File: config.mk
export PLATFORM = sky130hd
export DESIGN_NAME = isometric_camera_clamp_project
export DESIGN_NICKNAME = d
export VERILOG_FILES = /design/src/rtl/icc_pkg.sv /design/src/rtl/icc_clamp.sv /design/src/rtl/icc_proj.sv /design/src/rtl/isometric_camera_clamp_project.sv
export SDC_FILE = /design/constraint.sdc
export NUM_CORES = 1
export LEC_CHECK = 0
export BUFFER_PORTS_ARGS = -buffer_cell sky130_fd_sc_hd__buf_2
export CAP_MARGIN = 20
export CORE_UTILIZATION = 50
export DETAILED_ROUTE_END_ITERATION = 8
export MAX_ROUTING_LAYER = met4
export PLACE_DENSITY = 0.67
export SLEW_MARGIN = 20
export SYNTH_ARGS = -nofsm -noshare
export SYNTH_HDL_FRONTEND = slang
export SYNTH_SLANG_ARGS = --single-unit
File: constraint.sdc
create_clock -name i_clk -period 12.5 [get_ports i_clk]
set_input_delay 1.25 -clock i_clk [delete_from_list [all_inputs] [get_ports i_clk]]
set_output_delay 1.25 -clock i_clk [all_outputs]
set_load 0.01 [all_outputs]
File: src/rtl/icc_pkg.sv
// icc_pkg: shared types, register indexes and helpers for the isometric
// camera clamp and projection block. No dependencies.
package icc_pkg;

    // Width of the working arithmetic inside the limit logic
    localparam int unsigned CALC_W = 21;
    // Width of the projection products before the divide by 256
    localparam int unsigned PROD_W = 28;

    localparam int unsigned POS_W   = 16;
    localparam int unsigned CONF_W  = 19;
    localparam int unsigned VIEW_W  = 18;
    localparam int unsigned INDEX_W = 3;

    // Limit modes
    typedef enum logic [1:0] {
        MODE_PASS = 2'd0,
        MODE_BOX  = 2'd1,
        MODE_DIAG = 2'd2
    } t_mode;

    // Configuration register indexes
    typedef enum logic [INDEX_W-1:0] {
        REG_BOUND_MODE  = 3'd0,
        REG_FIRST_LOW   = 3'd1,
        REG_SECOND_LOW  = 3'd2,
        REG_FIRST_HIGH  = 3'd3,
        REG_SECOND_HIGH = 3'd4
    } t_reg_index;

    // Limit settings
    typedef struct packed {
        logic [1:0]               mode;
        logic signed [POS_W-1:0]  first_low;
        logic signed [POS_W-1:0]  second_low;
        logic signed [POS_W-1:0]  first_high;
        logic signed [POS_W-1:0]  second_high;
    } t_cfg;

    // World position as it arrives
    typedef struct packed {
        logic signed [POS_W-1:0] z;
        logic signed [POS_W-1:0] y;
        logic signed [POS_W-1:0] x;
    } t_pos;

    // Position after the limits
    typedef struct packed {
        logic signed [CONF_W-1:0] z;
        logic signed [POS_W-1:0]  y;
        logic signed [CONF_W-1:0] x;
    } t_conf_pos;

    // Projected view coordinates
    typedef struct packed {
        logic signed [VIEW_W-1:0] vz;
        logic signed [VIEW_W-1:0] vy;
        logic signed [VIEW_W-1:0] vx;
    } t_view;

    // Signed divide by 256, rounding toward zero
    function automatic logic signed [PROD_W-1:0] trunc_div256(
        input logic signed [PROD_W-1:0] v
    );
        logic signed [PROD_W-1:0] biased;
        biased = v + (v[PROD_W-1] ? PROD_W'(255) : PROD_W'(0));
        return biased >>> 8;
    endfunction

endpackage

File: src/rtl/icc_clamp.sv
// icc_clamp: combinational camera limit logic (pass, axis box, diagonals).
// Depends on icc_pkg.
module icc_clamp (
    input  icc_pkg::t_cfg      i_cfg,
    input  icc_pkg::t_pos      i_pos,
    output icc_pkg::t_conf_pos o_pos
);

    logic signed [icc_pkg::CALC_W-1:0] x, y, z, h, u, w, v, d;
    logic signed [icc_pkg::CALC_W-1:0] fl, fh, sl, sh;

    always_comb begin
        x  = icc_pkg::CALC_W'(i_pos.x);
        y  = icc_pkg::CALC_W'(i_pos.y);
        z  = icc_pkg::CALC_W'(i_pos.z);
        fl = icc_pkg::CALC_W'(i_cfg.first_low);
        fh = icc_pkg::CALC_W'(i_cfg.first_high);
        sl = icc_pkg::CALC_W'(i_cfg.second_low);
        sh = icc_pkg::CALC_W'(i_cfg.second_high);
        h  = y >>> 1;
        u  = x - h;
        w  = z - h;
        v  = '0;
        d  = '0;
        unique case (i_cfg.mode)
            icc_pkg::MODE_BOX: begin
                // low test wins when limits cross
                if (u < fl) begin
                    u = fl;
                end else if (u > fh) begin
                    u = fh;
                end
                if (w < sl) begin
                    w = sl;
                end else if (w > sh) begin
                    w = sh;
                end
                x = u + h;
                z = w + h;
            end
            icc_pkg::MODE_DIAG: begin
                // first diagonal: z - x
                v = z - x;
                if (v < fl) begin
                    d = (fl - v) >>> 1;
                    x = x - d;
                    z = z + d;
                end else if (v > fh) begin
                    d = (v - fh) >>> 1;
                    x = x + d;
                    z = z - d;
                end
                // second diagonal: z + x - y, from updated x and z
                v = z + x - y;
                if (v < sl) begin
                    d = (sl - v) >>> 1;
                    x = x + d;
                    z = z + d;
                end else if (v > sh) begin
                    d = (v - sh) >>> 1;
                    x = x - d;
                    z = z - d;
                end
            end
            default: begin
                // pass through, unused code too
            end
        endcase
        o_pos.x = x[icc_pkg::CONF_W-1:0];
        o_pos.z = z[icc_pkg::CONF_W-1:0];
        o_pos.y = i_pos.y;
    end

endmodule

File: src/rtl/icc_proj.sv
// icc_proj: combinational isometric projection of a confined position.
// Depends on icc_pkg.
module icc_proj (
    input  icc_pkg::t_conf_pos i_pos,
    output icc_pkg::t_view     o_view
);

    logic signed [icc_pkg::PROD_W-1:0] hx, hz, a, b, px, pd, py, tx;

    always_comb begin
        hx = icc_pkg::PROD_W'(i_pos.x) >>> 1;
        hz = icc_pkg::PROD_W'(i_pos.z) >>> 1;
        // constant multiplies as shift-add
        px = ((hx - hz) <<< 5) + ((hx - hz) <<< 4);
        pd = ((hx + hz) <<< 5) + ((hx + hz) <<< 4);
        py = (icc_pkg::PROD_W'(i_pos.y) <<< 4) + (icc_pkg::PROD_W'(i_pos.y) <<< 3);
        a  = icc_pkg::trunc_div256(pd);
        b  = icc_pkg::trunc_div256(py);
        tx = icc_pkg::trunc_div256(px);
        o_view.vx = tx[icc_pkg::VIEW_W-1:0];
        o_view.vy = icc_pkg::VIEW_W'(a - b);
        o_view.vz = icc_pkg::VIEW_W'(a + b);
    end

endmodule

File: src/rtl/isometric_camera_clamp_project.sv
// isometric_camera_clamp_project: top level, stream ports, limit registers
// and a three-register pipeline. Depends on icc_pkg, icc_clamp, icc_proj.
//
//  channel   | direction | handshake                    | payload
//  s_axis    | in        | s_axis_tvalid/s_axis_tready  | pos_x, pos_y, pos_z
//  m_axis    | out       | m_axis_tvalid/m_axis_tready  | out_x,out_z,view_x/y/z
//  cfg       | in        | i_cfg_wr_en (no wait)        | index, data
//
// One request per cycle sustained while the output is not stalled; registers in
// order: input register, limit register, result register. Limits sit before
// the middle register, projection before the result register.
// Reset (synchronous, i_rst_n low) empties the pipeline and clears all
// limit registers to zero. A stalled output holds each full stage; the
// input is refused only when every stage is full and the output is stalled.
module isometric_camera_clamp_project (
    input  logic        i_clk,
    input  logic        i_rst_n,
    input  logic        s_axis_tvalid,
    output logic        s_axis_tready,
    input  logic [47:0] s_axis_tdata,   // pos_x[15:0], pos_y[31:16], pos_z[47:32]
    output logic        m_axis_tvalid,
    input  logic        m_axis_tready,
    // out_x[18:0], out_z[37:19], view_x[55:38], view_y[73:56], view_z[91:74], zero
    output logic [95:0] m_axis_tdata,
    input  logic        i_cfg_wr_en,
    input  logic [2:0]  i_cfg_index,
    input  logic [15:0] i_cfg_wdata
);

    icc_pkg::t_cfg      r_cfg;
    icc_pkg::t_pos      r_s1_pos;
    icc_pkg::t_conf_pos r_s2_pos;
    icc_pkg::t_conf_pos r_out_pos;
    icc_pkg::t_view     r_out_view;
    logic               r_s1_valid, r_s2_valid, r_out_valid;

    icc_pkg::t_conf_pos n_s2_pos;
    icc_pkg::t_view     n_out_view;
    logic               out_adv, s2_adv, s1_adv, in_fire;

    // Limit registers
    always_ff @(posedge i_clk) begin
        if (!i_rst_n) begin
            r_cfg <= '0;
        end else if (i_cfg_wr_en) begin
            unique case (i_cfg_index)
                icc_pkg::REG_BOUND_MODE:  r_cfg.mode        <= i_cfg_wdata[1:0];
                icc_pkg::REG_FIRST_LOW:   r_cfg.first_low   <= i_cfg_wdata;
                icc_pkg::REG_SECOND_LOW:  r_cfg.second_low  <= i_cfg_wdata;
                icc_pkg::REG_FIRST_HIGH:  r_cfg.first_high  <= i_cfg_wdata;
                icc_pkg::REG_SECOND_HIGH: r_cfg.second_high <= i_cfg_wdata;
                default: begin
                end
            endcase
        end
    end

    // Stage advance chain
    assign out_adv       = !r_out_valid || m_axis_tready;
    assign s2_adv        = !r_s2_valid || out_adv;
    assign s1_adv        = !r_s1_valid || s2_adv;
    assign s_axis_tready = s1_adv;
    assign in_fire       = s_axis_tvalid && s1_adv;

    icc_clamp u_clamp (
        .i_cfg (r_cfg),
        .i_pos (r_s1_pos),
        .o_pos (n_s2_pos)
    );

    icc_proj u_proj (
        .i_pos  (r_s2_pos),
        .o_view (n_out_view)
    );

    // Valid bits
    always_ff @(posedge i_clk) begin
        if (!i_rst_n) begin
            r_s1_valid  <= 1'b0;
            r_s2_valid  <= 1'b0;
            r_out_valid <= 1'b0;
        end else begin
            if (s1_adv) begin
                r_s1_valid <= s_axis_tvalid;
            end
            if (s2_adv) begin
                r_s2_valid <= r_s1_valid;
            end
            if (out_adv) begin
                r_out_valid <= r_s2_valid;
            end
        end
    end

    // Payload registers
    always_ff @(posedge i_clk) begin
        if (in_fire) begin
            r_s1_pos <= s_axis_tdata;
        end
        if (s2_adv && r_s1_valid) begin
            r_s2_pos <= n_s2_pos;
        end
        if (out_adv && r_s2_valid) begin
            r_out_pos  <= r_s2_pos;
            r_out_view <= n_out_view;
        end
    end

    assign m_axis_tvalid = r_out_valid;
    assign m_axis_tdata  = {4'b0, r_out_view.vz, r_out_view.vy, r_out_view.vx,
                            r_out_pos.z, r_out_pos.x};

    // An accepted request always lands in the input stage
    a_in_lands: assert property (@(posedge i_clk) disable iff (!i_rst_n)
        in_fire |=> r_s1_valid)
        else $error("accepted request lost at input stage");

    // A full middle stage that cannot move keeps its request
    a_s2_hold: assert property (@(posedge i_clk) disable iff (!i_rst_n)
        (r_s2_valid && !s2_adv) |=> r_s2_valid)
        else $error("middle stage dropped a stalled request");

    // Empty pipeline never refuses input
    a_empty_ready: assert property (@(posedge i_clk) disable iff (!i_rst_n)
        (!r_s1_valid && !r_s2_valid && !r_out_valid) |-> s_axis_tready)
        else $error("empty pipeline refused input");

    // Height passes through the limit stage unchanged
    a_height_pass: assert property (@(posedge i_clk) disable iff (!i_rst_n)
        (s2_adv && r_s1_valid) |=> (r_s2_pos.y == $past(r_s1_pos.y)))
        else $error("height altered by limit logic");

endmodule

==> impl_metrics.py <==
metrics = {
    "hold_path": {
        "min-delay-start": "r_s2_pos[0]$_DFFE_PP_",
        "min_path_type": "flip-flop to flip-flop",
    },
    "flow_run": {
        "maxCapViolCount": 0,
    },
    "timing": {
        "fin_skew_ps": 17.5,
        "hold_viol": 0,
        "final.setup.tns_ps": 0,
        "relSlewSlack": 0.298,
        "finalCriticalPeriod_ps": 11850,
        "period_share": 0.948,
        "whs_ps": 432,
        "tightestPinTransition_ps": 1050,
        "setup_viol": 0,
        "slew_viol_final": 0,
        "max_clock_freq_ghz": 0.0844,
    },
    "global_route": {
        "grt_pass1_wl_mm": 166,
        "antenna_found_initial": 4,
        "first_global_vias": 28300,
        "grt_use_total": 0.331,
        "grt_max_degree": 70,
        "globalRouteOverflowTotal": 0,
    },
    "cts": {
        "cts_hold_buf": 0,
        "cts_buffer_depth": 3,
        "cts_made_buffers": 31,
        "htree_num_levels": 1,
        "cts_tree": "built",
        "insertion_delay_ps": 600,
        "path_clk_slew_ps": 60,
        "clkSinkCount": 262,
        "cts_root_buf": "clkbuf_16",
    },
    "cells_and_area": {
        "finalNetCount": 4976,
        "syn_to_final_growth_pct": 9.88,
        "layout-drive-gt1-share": 0.0862,
    },
    "logic_synthesis": {
        "ys_warn_count": 0,
        "synthMuxAreaShare": 0.0151,
        "synth_xor_area_frac": 0.0992,
        "synthArstFlopShare": 0,
        "synth_top_family_by_area": "compound AO/OA/AOI/OAI gates",
        "synth_cells": 4155,
        "synth_compound_area_frac": 0.228,
        "yosysSeqAreaShare": 0.212,
        "yosys.area.top_type": "ha_1",
        "synth_cell_types": 82,
        "synth-main-ff-cell": "edfxtp_1",
        "synth_area_per_cell_um2": 8.13,
        "synth_area_um2": 33800,
        "synthTopCellsByArea": "ha_1 (20%), edfxtp_1 (17%), xnor2_1 (6.7%)",
        "synth_top_area_share": 0.198,
        "synth-seq-cells": 262,
        "synthAdderAreaFrac": 0.225,
        "synth_simple_gate_area_frac": 0.167,
        "synth_edf_count": 193,
    },
    "worst_setup_path": {
        "worstPathRequired_ps": 12860,
        "worstPathMaxFanout": 43,
        "r2r_start": "r_s1_pos[1]$_DFFE_PP_",
        "crit_start": "r_s1_pos[1]$_DFFE_PP_",
        "crit_type": "flip-flop to flip-flop",
        "worst_ep_arrival_time_ps": 12210,
        "cp_common_cell": "ha_1",
        "cp-end-kind": "flip-flop",
        "worstSetupStartpointType": "flip-flop",
        "worst_path_max_delay_cell": "fa_1",
        "cpPeakStageDelay_ps": 530,
    },
    "routing": {
        "drt_iter0_drc": 2891,
        "wl_met3_mm": 7.48,
        "wire_per_inst_um": 21.7,
        "routed_wl_mm": 113,
        "dr.pass1.iters": 6,
        "routed.top_layer": "met4",
        "wl_met2_mm": 51.1,
        "via_count": 31100,
        "antenna_left": 0,
        "drt-met1-wl_mm": 47.9,
        "avgViaCountPerCell": 5.95,
        "drc": 0,
    },
    "floorplan": {
        "placementRows": 94,
        "core-area_um2": 66300,
        "ios": 170,
        "die_h_um": 262,
        "die_area_um2": 68600,
        "die_x_um": 262,
        "start_util": 0.509,
    },
    "placed_design": {
        "port_buffers": 165,
        "dp_hpwl_mm": 94.4,
        "place_congestion": 1.03,
    },
    "outcome": {
        "outcome": "finished, final reports clean",
    },
}
## cells in the final DEF (no fill, tap or decap), types with 62 or more instances in the layout
cell type and count:
buf_2 165, a21boi_0 93, nand2_1 378, nor2b_1 79, nand2b_1 62, dfxtp_1 69
inv_1 375, nor3_1 94, nand3_1 88, xnor2_1 255, xor2_1 122, a21oi_1 343
ha_1 532, a21o_1 95, nor2_1 302, edfxtp_1 193, o21ai_0 245
## timing repair
action / CTS / global route
cloned: 0 / 0
buffers inserted: 0 / 4
endpoints found under the setup margin: 1 / 38
pin swaps: 0 / 3
gates resized for setup: 1 / 42
## Yosys cell counts, types with 44 or more instances
master,n
a21oi_1,347
clkbuf_1,76
a21boi_0,97
xnor2_1,257
fa_1,44
nor2b_1,80
dfxtp_1,69
edfxtp_1,193
a211oi_1,57
o21a_1,45
nor3_1,95
nand2b_1,63
o21bai_1,47
nor2_1,305
o21ai_0,251
nand3_1,89
inv_1,375
xor2_1,124
nand2_1,378
a21o_1,95
ha_1,535
## cell families (layout without fill, tap and decap cells)
kind of cell,Yosys count,in the layout
AO/OA/AOI/OAI,1207,1207
XOR/XNOR,382,382
adder cells (fa/ha/maj),582,582
buffers and inverters,470,660
flip-flops,262,262
multiplexers,50,50
other,1,7
AND/OR/NAND/NOR,1201,1201
## flip-flops by register name, summed over array words and instances, names as in the netlist
name / cells
m_axis_tdata: 91
r_s2_pos: 54
r_cfg: 66
r_s2_valid: 1
r_s1_valid: 1
r_s1_pos: 48
m_axis_tvalid: 1
## final cells by class
class | count | area, µm²
Fill cell | 6374 | 29200
Multi-Input combinational cell | 3426 | 25100
Sequential cell | 262 | 7180
Inverter | 375 | 1410
Timing Repair Buffer | 229 | 1360
Tap cell | 864 | 1080
Clock buffer | 43 | 845
Clock inverter | 13 | 140
Antenna cell | 3 | 7.51
## metrics by stage
step | worst slack [ps] | cell area (µm²) | std cells | utilization
floorplan | 1590 | 33800 | 4158 | -
global placement | 96.9 | 35900 | 5150 | 0.541
detailed placement | -114 | 35900 | 5150 | 0.541
CTS | 44.3 | 36900 | 5206 | 0.556
global route | -58.1 | 37100 | 5213 | 0.560
finish | 650 | 37100 | 5215 | 0.560
## routing by layer
metal | vias up | global-route usage
met5 | - | -
met4 | 0 | 0.162
met3 | 288 | 0.0299
met2 | 1106 | 0.529
met1 | 14400 | 0.419
li1 | 15300 | -
## final timing paths
| check | cells after the start | slack (ps) | end |
|---|---|---|---|
| max | 48 | 650 | r_s2_pos[53]$_DFFE_PP_ |
| min | 0 | 430 | m_axis_tdata[0]$_DFFE_PP_ |
| max reg2reg | 48 | 650 | r_s2_pos[53]$_DFFE_PP_ |
| min reg2reg | 0 | 430 | m_axis_tdata[0]$_DFFE_PP_ |
## critical path: cells and delay by family (launching register included)
kind	cells	cell delay, ps
buffers and inverters	3	580
AND/OR/NAND/NOR	12	1840
XOR/XNOR	3	950
flip-flops	1	490
adder cells (fa/ha/maj)	6	2150
AO/OA/AOI/OAI	24	5560
Power is left out: the tool's default activity adds up to more than one toggle a clock period on the data nets, which glitch-free logic cannot reach.
